===== config.mk =====
export PLATFORM = sky130hd
export DESIGN_NAME = frame_rate_ema_estimator
export DESIGN_NICKNAME = d
export VERILOG_FILES = /design/src/frema_pkg.sv /design/src/frame_rate_ema_estimator.sv /design/src/frema_serial_div.sv
export SDC_FILE = /design/constraint.sdc
export NUM_CORES = 1
export LEC_CHECK = 0
export BUFFER_PORTS_ARGS = -buffer_cell sky130_fd_sc_hd__buf_2
export CORE_AREA = 2 2 191 212
export DETAILED_ROUTE_END_ITERATION = 8
export DIE_AREA = 0 0 193 214
export HOLD_SLACK_MARGIN = 0.15
export PLACE_DENSITY_LB_ADDON = 0.25
export SLEW_MARGIN = 20
export SYNTH_ARGS = -nofsm -noshare
export SYNTH_HDL_FRONTEND = slang
export SYNTH_SLANG_ARGS = --single-unit

===== constraint.sdc =====
create_clock -name clock -period 12.1 [get_ports clock]
set_input_delay 0.605 -clock clock [delete_from_list [all_inputs] [get_ports clock]]
set_output_delay 0.605 -clock clock [all_outputs]
set_load 0.01 [all_outputs]

===== src/frema_pkg.sv =====
// Shared types and constants for the frame rate estimator.
// Depends on nothing; imported by frema_serial_div and frame_rate_ema_estimator.
`default_nettype none

package frema_pkg;

   localparam int TIME_W     = 32;
   localparam int RATE_W     = 18;
   localparam int DIVIDEND_W = 22;            // holds 9 * 256000 + 256000
   localparam int DIV_CNT_W  = $clog2(DIVIDEND_W);

   localparam logic [DIVIDEND_W-1:0] RATE_NUMERATOR = DIVIDEND_W'(256000);
   localparam logic [TIME_W-1:0]     BLEND_DIVISOR  = TIME_W'(10);

   typedef enum logic [3:0] {
      ST_IDLE  = 4'b0001,
      ST_INST  = 4'b0010,
      ST_BLEND = 4'b0100,
      ST_DONE  = 4'b1000
   } state_type;

endpackage

`default_nettype wire


===== src/frame_rate_ema_estimator.sv =====
// Frame rate estimator top level: smoothed Q8 frames per second from ms timestamps.
// A first or zero-interval frame publishes the held estimate; else one division gives
// the instantaneous rate, then a blend division if an estimate is already held; each
// retires one quotient bit per cycle (22 steps). One frame is taken at a time.
// Reset (synchronous, active high) clears the held timestamp, estimate and rsp_valid.
// Depends on frema_pkg and frema_serial_div.
`default_nettype none

module frame_rate_ema_estimator
   import frema_pkg::*;
(
   input  wire logic              clock,
   input  wire logic              reset,
   // frame event items
   input  wire logic              req_valid,
   output logic                   req_stall,
   input  wire logic [TIME_W-1:0] req_frame_time_ms,
   // result items
   output logic                   rsp_valid,
   input  wire logic              rsp_stall,
   output logic [RATE_W-1:0]      rsp_rate_q8,
   output logic                   rsp_rate_updated
);

   state_type           state_ff, state_in;
   logic [TIME_W-1:0]   prev_ff, prev_in;
   logic [RATE_W-1:0]   est_ff, est_in;
   logic                upd_ff, upd_in;
   logic                rsp_valid_ff, rsp_valid_in;
   logic [RATE_W-1:0]   rsp_rate_ff, rsp_rate_in;
   logic                rsp_upd_ff, rsp_upd_in;

   logic                  accept;
   logic [TIME_W-1:0]     interval;
   logic                  div_start;
   logic [DIVIDEND_W-1:0] div_dividend;
   logic [TIME_W-1:0]     div_divisor;
   logic                  div_done;
   logic [DIVIDEND_W-1:0] div_quotient;
   logic [DIVIDEND_W-1:0] blend_sum;
   logic                  out_free;

   // Take a new frame only while no item is at work; the result register
   // may still hold the previous answer while the next item runs.
   assign req_stall = (state_ff != ST_IDLE);
   assign accept    = req_valid && !req_stall;

   // Interval wraps modulo 2^32.
   assign interval = req_frame_time_ms - prev_ff;

   // 9 * old + inst, formed as (old << 3) + old + inst.
   assign blend_sum = {1'b0, est_ff, 3'b000}
                    + {{(DIVIDEND_W - RATE_W){1'b0}}, est_ff}
                    + div_quotient;

   assign out_free = !rsp_valid_ff || !rsp_stall;

   frema_serial_div u_div (
      .clock    (clock),
      .reset    (reset),
      .start    (div_start),
      .dividend (div_dividend),
      .divisor  (div_divisor),
      .done     (div_done),
      .quotient (div_quotient)
   );

   always_comb begin
      state_in     = state_ff;
      prev_in      = prev_ff;
      est_in       = est_ff;
      upd_in       = upd_ff;
      rsp_valid_in = rsp_valid_ff;
      rsp_rate_in  = rsp_rate_ff;
      rsp_upd_in   = rsp_upd_ff;
      div_start    = 1'b0;
      div_dividend = RATE_NUMERATOR;
      div_divisor  = interval;

      // Drop the result once the consumer takes it.
      if (rsp_valid_ff && !rsp_stall) begin
         rsp_valid_in = 1'b0;
      end

      case (state_ff)
         ST_IDLE: begin
            if (accept) begin
               // Always store the timestamp; zero means "no frame seen".
               prev_in = req_frame_time_ms;
               if ((prev_ff != '0) && (interval != '0)) begin
                  div_start = 1'b1;
                  state_in  = ST_INST;
               end else begin
                  upd_in   = 1'b0;
                  state_in = ST_DONE;
               end
            end
         end
         ST_INST: begin
            if (div_done) begin
               upd_in = 1'b1;
               if (est_ff == '0) begin
                  // Seed the estimate with the instantaneous rate.
                  est_in   = div_quotient[RATE_W-1:0];
                  state_in = ST_DONE;
               end else begin
                  div_start    = 1'b1;
                  div_dividend = blend_sum;
                  div_divisor  = BLEND_DIVISOR;
                  state_in     = ST_BLEND;
               end
            end
         end
         ST_BLEND: begin
            if (div_done) begin
               est_in   = div_quotient[RATE_W-1:0];
               state_in = ST_DONE;
            end
         end
         ST_DONE: begin
            // Hold until the result register is free, then publish.
            if (out_free) begin
               rsp_valid_in = 1'b1;
               rsp_rate_in  = est_ff;
               rsp_upd_in   = upd_ff;
               state_in     = ST_IDLE;
            end
         end
         default: begin
            state_in = ST_IDLE;
         end
      endcase
   end

   always_ff @(posedge clock) begin
      if (reset) begin
         state_ff     <= ST_IDLE;
         prev_ff      <= '0;
         est_ff       <= '0;
         rsp_valid_ff <= 1'b0;
      end else begin
         state_ff     <= state_in;
         prev_ff      <= prev_in;
         est_ff       <= est_in;
         rsp_valid_ff <= rsp_valid_in;
      end
      upd_ff      <= upd_in;
      rsp_rate_ff <= rsp_rate_in;
      rsp_upd_ff  <= rsp_upd_in;
   end

   assign rsp_valid        = rsp_valid_ff;
   assign rsp_rate_q8      = rsp_rate_ff;
   assign rsp_rate_updated = rsp_upd_ff;

endmodule

`default_nettype wire


===== src/frema_serial_div.sv =====
// Restoring divider, one quotient bit per cycle, shared by the rate and blend steps.
// Depends on frema_pkg.
`default_nettype none

module frema_serial_div
   import frema_pkg::*;
(
   input  wire logic                  clock,
   input  wire logic                  reset,
   input  wire logic                  start,
   input  wire logic [DIVIDEND_W-1:0] dividend,
   input  wire logic [TIME_W-1:0]     divisor,
   output logic                       done,
   output logic [DIVIDEND_W-1:0]      quotient
);

   logic [TIME_W-1:0]     rem_ff, rem_in;
   logic [DIVIDEND_W-1:0] quo_ff, quo_in;
   logic [TIME_W-1:0]     dsr_ff, dsr_in;
   logic [DIV_CNT_W-1:0]  cnt_ff, cnt_in;
   logic                  busy_ff, busy_in;
   logic                  done_ff, done_in;
   logic [TIME_W:0]       trial;
   logic [TIME_W:0]       diff;

   assign trial = {rem_ff, quo_ff[DIVIDEND_W-1]};
   assign diff  = trial - {1'b0, dsr_ff};

   always_comb begin
      rem_in  = rem_ff;
      quo_in  = quo_ff;
      dsr_in  = dsr_ff;
      cnt_in  = cnt_ff;
      busy_in = busy_ff;
      done_in = 1'b0;
      if (start) begin
         // load operands, clear remainder
         rem_in  = '0;
         quo_in  = dividend;
         dsr_in  = divisor;
         cnt_in  = '0;
         busy_in = 1'b1;
      end else if (busy_ff) begin
         // shift in one dividend bit, keep the difference when it does not borrow
         if (!diff[TIME_W]) begin
            rem_in = diff[TIME_W-1:0];
            quo_in = {quo_ff[DIVIDEND_W-2:0], 1'b1};
         end else begin
            rem_in = trial[TIME_W-1:0];
            quo_in = {quo_ff[DIVIDEND_W-2:0], 1'b0};
         end
         cnt_in = cnt_ff + 1'b1;
         if (cnt_ff == DIV_CNT_W'(DIVIDEND_W - 1)) begin
            busy_in = 1'b0;
            done_in = 1'b1;
         end
      end
   end

   always_ff @(posedge clock) begin
      if (reset) begin
         busy_ff <= 1'b0;
         done_ff <= 1'b0;
      end else begin
         busy_ff <= busy_in;
         done_ff <= done_in;
      end
      rem_ff <= rem_in;
      quo_ff <= quo_in;
      dsr_ff <= dsr_in;
      cnt_ff <= cnt_in;
   end

   assign done     = done_ff;
   assign quotient = quo_ff;

endmodule

`default_nettype wire

* Word-level counts from Yosys, hierarchy flattened *
Index checks and enable logic that the tools add are counted.

word-level totals
  bits in registers = 168
  bits in latches = 0
  RAM bits = 0
  ROM bits = 0
  input port bits = 36
  output and inout bits = 21
  logic and storage cells = 87
  memories kept = 0

cells by class
  add/subtract/negate cells = 5
  multipliers = 0
  div/mod/pow operators = 0
  order comparisons = 0
  equality and inequality tests = 12
  shifts and indexed selects = 0
  muxes and demuxes = 37
  bitwise logic cells = 1
  reduce and logical (&&, ||, !) cells = 19

operators by type and width
  operator                                                number
  two-way mux 32 bit                                      4
  two-way mux 22 bit                                      5
  nonzero test 32 bit                                     2
  two-way mux 18 bit                                      3
  case mux 18 bit (2 select lines)                        1
  subtractor 33 x 32 -> 33 bit                            1
  subtractor 32 bit                                       1
  two-way mux 4 bit                                       6
  adder 21 x 18 -> 22 bit                                 1
  adder 22 bit                                            1
  logical NOT 18 bit                                      1
  case mux 4 bit (4 select lines)                         1
  two-way mux 1 bit                                       15
  AND reduction 4 bit                                     3
  inequality test 2 bit (second input constant)           4
  nonzero test 2 bit                                      3
  adder 5 x 1 -> 5 bit (second input constant)            1
  == test 5 bit (second input constant)                   1
  == test 4 x 1 -> 1 bit (second input constant)          1
  == test 4 x 2 -> 1 bit (second input constant)          1
  == test 4 x 3 -> 1 bit (second input constant)          1
  == test 4 bit (second input constant)                   1
  inequality test 2 x 1 -> 1 bit (second input constant)  2
  inequality test 4 x 1 -> 1 bit (second input constant)  1
  7 further kinds                                         13

* Depth between registers and ports, before layout *
  depth after elaboration = 7
  mapped depth = 16
  depth with buffers taken out = 15

* Modules after synthesis *
From an unflattened synthesis, not the netlist that was laid out.

second synthesis, totals
  cell total of the unflattened synthesis = 1381
  area, all modules = 11991.5 µm²

modules (own cells, without submodules)
  module                    instances  cells each  area each (µm²)  seq. area each (µm²)
  frame_rate_ema_estimator  1          819         6542.5           1701.6
  frema_serial_div          1          562         5449.0           2402.3

* Worst setup path after synthesis *
OpenSTA, ideal clock, no wires.

  path kind = input to register
  from = input req_frame_time_ms[9]
  to = register u_div.quo_ff[0], in the netlist u_div.quotient[0], enable pin
  arrival = 3.811 ns
  data required time = 11.746 ns
  slack = 7.935 ns
  stages on the path = 14
  buffers on the path = 2
  path through = ha_1 > buf_6 > a21o_1 > a221o_1 > or2_1 > o21a_1 > or3_1 > a211oi_1 > and4_1 > nand4_2 > nor3_4 > nor2_2 > buf_6 > or2_1

on the way
  word-level cells in the longest chain between the ends = 7

RTL lines
  what                                 RTL line                        source
  start, declared                      frame_rate_ema_estimator.sv:17  input wire logic [TIME_W-1:0] req_frame_time_ms,
  subtractor 32 bit                    frame_rate_ema_estimator.sv:49  assign interval = req_frame_time_ms - prev_ff;
  nonzero test 32 bit                  frame_rate_ema_estimator.sv:90  if ((prev_ff != '0) && (interval != '0)) begin
  logical AND 1 bit                    frame_rate_ema_estimator.sv:90
  two-way mux 1 bit                    frame_rate_ema_estimator.sv:90
  two-way mux 1 bit                    frame_rate_ema_estimator.sv:87  if (accept) begin
  case mux 1 bit (2 select lines)      frame_rate_ema_estimator.sv:85  case (state_ff)
  nonzero test 2 bit (no source line)  n/a
  end signal, assigned                 frema_serial_div.sv:69          quo_ff <= quo_in;
  end, declared                        frema_serial_div.sv:18          logic [DIVIDEND_W-1:0] quo_ff, quo_in;

No other way between the ends.
A chain may end at the register's enable or synchronous reset.

* Worst setup path after layout *
  from = register prev_ff[2]
  to = register u_div.quo_ff[15], in the netlist u_div.quotient[15], enable pin

on the way
  word-level cells in the longest chain between the ends = 7
  elaborated cells on any way between the ends = 8

RTL lines
  what                                     RTL line                         source
  start, declared                          frame_rate_ema_estimator.sv:26   logic [TIME_W-1:0] prev_ff, prev_in;
  start signal, assigned                   frame_rate_ema_estimator.sv:143  prev_ff <= prev_in;
  subtractor 32 bit                        frame_rate_ema_estimator.sv:49
  nonzero test 32 bit                      frame_rate_ema_estimator.sv:90
  logical AND 1 bit (*)                    frame_rate_ema_estimator.sv:90
  two-way mux 1 bit (*)                    frame_rate_ema_estimator.sv:90
  two-way mux 1 bit (*)                    frame_rate_ema_estimator.sv:87
  case mux 1 bit (2 select lines) (*)      frame_rate_ema_estimator.sv:85
  nonzero test 2 bit (no source line) (*)  n/a

Mark *: on every way between the ends. The rest lies on a longest branch, timed or not.

==> flow_metrics.env <==
export IMPL_layout_drive_gt1_share_pct=10.79
export IMPL_fill_cells=4087
export IMPL_drt_iter0_drc=461
export IMPL_ys_types=79
export IMPL_grt_pass1_wl_um=47290
export IMPL_p_per_area_nw_per_um2=179.8
export IMPL_ys_warn_count=0
export IMPL_hold_path_class="input port to flop"
export IMPL_drc=0
export IMPL_ios=57
export IMPL_vias_per_cell=5.006
export IMPL_worst_path_max_fanout=78
export IMPL_gp_congestion=0.8780
export IMPL_clockBufferDepth=2
export IMPL_clock_latency_ns=0.45
export IMPL_post_cts_buffers=0
export IMPL_die_area_um2=41300
export IMPL_core_area_um2=38990
export IMPL_hold_viol_final=0
export IMPL_leakagePower_nw=5.231
export IMPL_cts_sinks=168
export IMPL_cp_required_ns=12.15
export IMPL_grt_usage_pct=14.17
export IMPL_antenna_found_initial=0
export IMPL_cts_made_buffers=17
export IMPL_seq_power_share_pct=33.3
export IMPL_syn2layout_area_growth_pct=12.00
export IMPL_start_kind="flop"
export IMPL_synthFlopType="dfxtp_1"
export IMPL_critPathCaptureType="flop"
export IMPL_slew_headroom_pct=29.18
export IMPL_h_tree_depth=4
export IMPL_yosysSeqAreaShare_pct=35.34
export IMPL_synthCells=1317
export IMPL_path_class="flop to flop"
export IMPL_clkTransAtPathRegs_ns=0.07
export IMPL_finalCriticalPeriod_ns=5.197
export IMPL_synthArstFlopShare_pct=0
export IMPL_synth_edf_count=74
export IMPL_min_period_over_period_pct=42.95
export IMPL_die_y_um=214
export IMPL_post_drt_wl_per_cell_um=15.15
export IMPL_portBuffers=56
export IMPL_reg2reg_to="u_div.quotient[15]$_DFFE_PP_"
export IMPL_syn_cell_area_um2=11610
export IMPL_rsz0062_at_grt="false"
export IMPL_ys_ff_latch=168
export IMPL_grt_pass1_vias=9164
export IMPL_crit_end="u_div.quotient[15]$_DFFE_PP_"
export IMPL_pwr_share_comb_pct=42.1
export IMPL_fin_nets=1494
export IMPL_diodes=0
export IMPL_yosysTopAreaCell="edfxtp_1"
export IMPL_synth_fp_nets=1462
export IMPL_slew_viol_final=0
export IMPL_drv_cap=0
export IMPL_start_util_pct=29.78
export IMPL_swShare_pct=38.40
export IMPL_grt_start_max_net_pins=79
export IMPL_tightest_slew_ns=1.062
export IMPL_ir_drop_v=0.00009728
export IMPL_place_hpwl_um=20920
export IMPL_outcome="complete, no violations"
export IMPL_power_mw=2.339
export IMPL_arrival_ns=5.24
export IMPL_clkPwrFrac_pct=24.7
export IMPL_fmax_mhz=192.4
export IMPL_avgSynthCellArea_um2=8.817
export IMPL_synth_top_area_share_pct=19.14
export IMPL_switchingPower_mw=0.8982
export IMPL_dieWidth_um=193
export IMPL_design_area_um2=13010
export IMPL_dpl_cell_area_um2=12380
export IMPL_p_int_mw=1.441
export IMPL_setup_viol=0
export IMPL_synthTopCellsByArea="edfxtp_1 (19%), dfxtp_1 (16%), ha_1 (9.8%), a21oi_1 (5.3%), nor2_1 (4.3%)"
export IMPL_rows=76
export IMPL_startpoint="prev_ff[2]$_SDFFE_PP0P_"
export IMPL_root_buffer="clkbuf_16"
export IMPL_regToRegStartpoint="prev_ff[2]$_SDFFE_PP0P_"
export IMPL_cts_hold_buf=0
export IMPL_cts_tree="built"
export IMPL_first_pass_iters=5
export IMPL_grt_overflow=0
export IMPL_r2r_slack_ns=6.90
export IMPL_cts_resized=0
export IMPL_finalClockSkew_ns=0.007236
export IMPL_postRouteAntennaNets=0
export IMPL_finalWirelength_um=28320
export IMPL_reg2regPathDepth=14
export IMPL_fin_tns_setup_ns=0
export IMPL_vias=9357
-- worst min path at each step --
stage / to / start / cells after the start
3_3_place_gp: prev_ff[17]$_SDFFE_PP0P_ / prev_ff[17]$_SDFFE_PP0P_ / 2
4_1_cts: prev_ff[19]$_SDFFE_PP0P_ / req_frame_time_ms[19] / 3
3_5_place_dp: prev_ff[25]$_SDFFE_PP0P_ / prev_ff[25]$_SDFFE_PP0P_ / 2
5_1_grt: prev_ff[4]$_SDFFE_PP0P_ / req_frame_time_ms[4] / 3
2_1_floorplan: rsp_rate_updated$_DFFE_PP_ / upd_ff$_DFFE_PP_ / 0
6_report: prev_ff[15]$_SDFFE_PP0P_ / req_frame_time_ms[15] / 3
-- synth_stat cells (all sizes together) (27+ instances only) --
| cell type | number |
|---|---|
| a211oi | 35 |
| nand2 | 126 |
| inv | 87 |
| mux2i | 33 |
| clkbuf | 44 |
| ha | 91 |
| nor2 | 135 |
| a21oi | 125 |
| a21o | 27 |
| edfxtp | 74 |
| xor2 | 27 |
| dfxtp | 94 |
| xnor2 | 43 |
| o21ai | 77 |
-- through the flow --
step | util (%) | std cells | hold slack (ns) | setup WS, ns
floorplan | - | 1317 | 0.4003 | 7.936
global placement | 31.77 | 1837 | 0.4593 | 6.570
detailed placement | 31.77 | 1837 | 0.4658 | 6.438
CTS | 33.35 | 1869 | 0.3796 | 6.781
global route | 33.36 | 1869 | 0.3926 | 6.331
finish | 33.36 | 1869 | 0.4024 | 6.903
-- cells in the final DEF, fill, tap and decap left out, types with 24 or more instances in the layout --
master    synthesis  layout
nand2_1         126     125
o21ai_0          77      77
edfxtp_1         74      74
buf_2             1      56
ha_1             91      91
xor2_1           27      26
inv_1            87      87
mux2i_1          33      33
nand3_1          24      24
nor2_1          134     132
a21o_1           27      27
dfxtp_1          94      93
a21oi_1         124     123
xnor2_1          43      42
-- area by class of cell --
class / instances / area, um2 / share of cell area [%]
Timing Repair Buffer: 66 / 355.3 / 2.732
Clock inverter: 14 / 166.4 / 1.279
Inverter: 87 / 326.6 / 2.511
Tap cell: 507 / 634.4 / 4.877
Multi-Input combinational cell: 1009 / 6968 / 53.57
Sequential cell: 168 / 4105 / 31.56
Clock buffer: 18 / 450.4 / 3.463
-- worst max-delay path, cell delays in order (launching register included) --
cell,delay [ns]
dfxtp_1,0.37
inv_1,0.06
ha_1,0.22
or2_0,0.25
o21ai_0,0.25
a21oi_1,0.18
o41ai_1,0.75
a311o_1,0.32
nor2_1,0.07
nor4_2,0.28
nand4_2,0.21
nor3_4,0.61
nor2_4,0.02
buf_4,0.43
or2_1,0.74
-- sequential cells by signal, indices dropped and copies added, names as in the netlist --
| name | cells |
|---|---|
| upd_ff | 1 |
| u_div.rem_ff | 32 |
| rsp_rate_updated | 1 |
| state_ff | 4 |
| est_ff | 18 |
| prev_ff | 32 |
| rsp_rate_q8 | 18 |
| u_div.cnt_ff | 5 |
| u_div.dsr_ff | 32 |
| u_div.done | 1 |
| rsp_valid | 1 |
| u_div.quotient | 22 |
| u_div.busy_ff | 1 |
-- metal layers --
layer / up-vias / routed length [um] / global-route usage, %
met5: - / 0 / 0
met2: 117 / 13270 / 23.14
met3: 26 / 694 / 2.245
met4: 0 / 368 / 3.864
li1: 4784 / - / -
met1: 4430 / 13990 / 19.33
-- cells by family after synthesis --
| group | count (synthesis) | synth area share [%] |
|---|---|---|
| and+or+nand+nor | 423 | 17.35 |
| AOI/OAI and AO/OA | 371 | 21.06 |
| DFF | 168 | 35.34 |
| buffers and inverters | 140 | 4.924 |
| adders and majority gates | 109 | 12.91 |
| xor gates and xnor gates | 70 | 5.280 |
| muxes | 36 | 3.135 |
-- power by group through the flow --
stage	sequential (mW)	clock [mW]	combinational, mW
global placement	0.790	0	0.974
floorplan	0.764	0	0.790
global route	0.791	0.616	1.11
CTS	0.779	0.597	0.988
detailed placement	0.792	0	0.980
finish	0.778	0.577	0.984
Note: power is estimated with default switching activity, not from simulation.
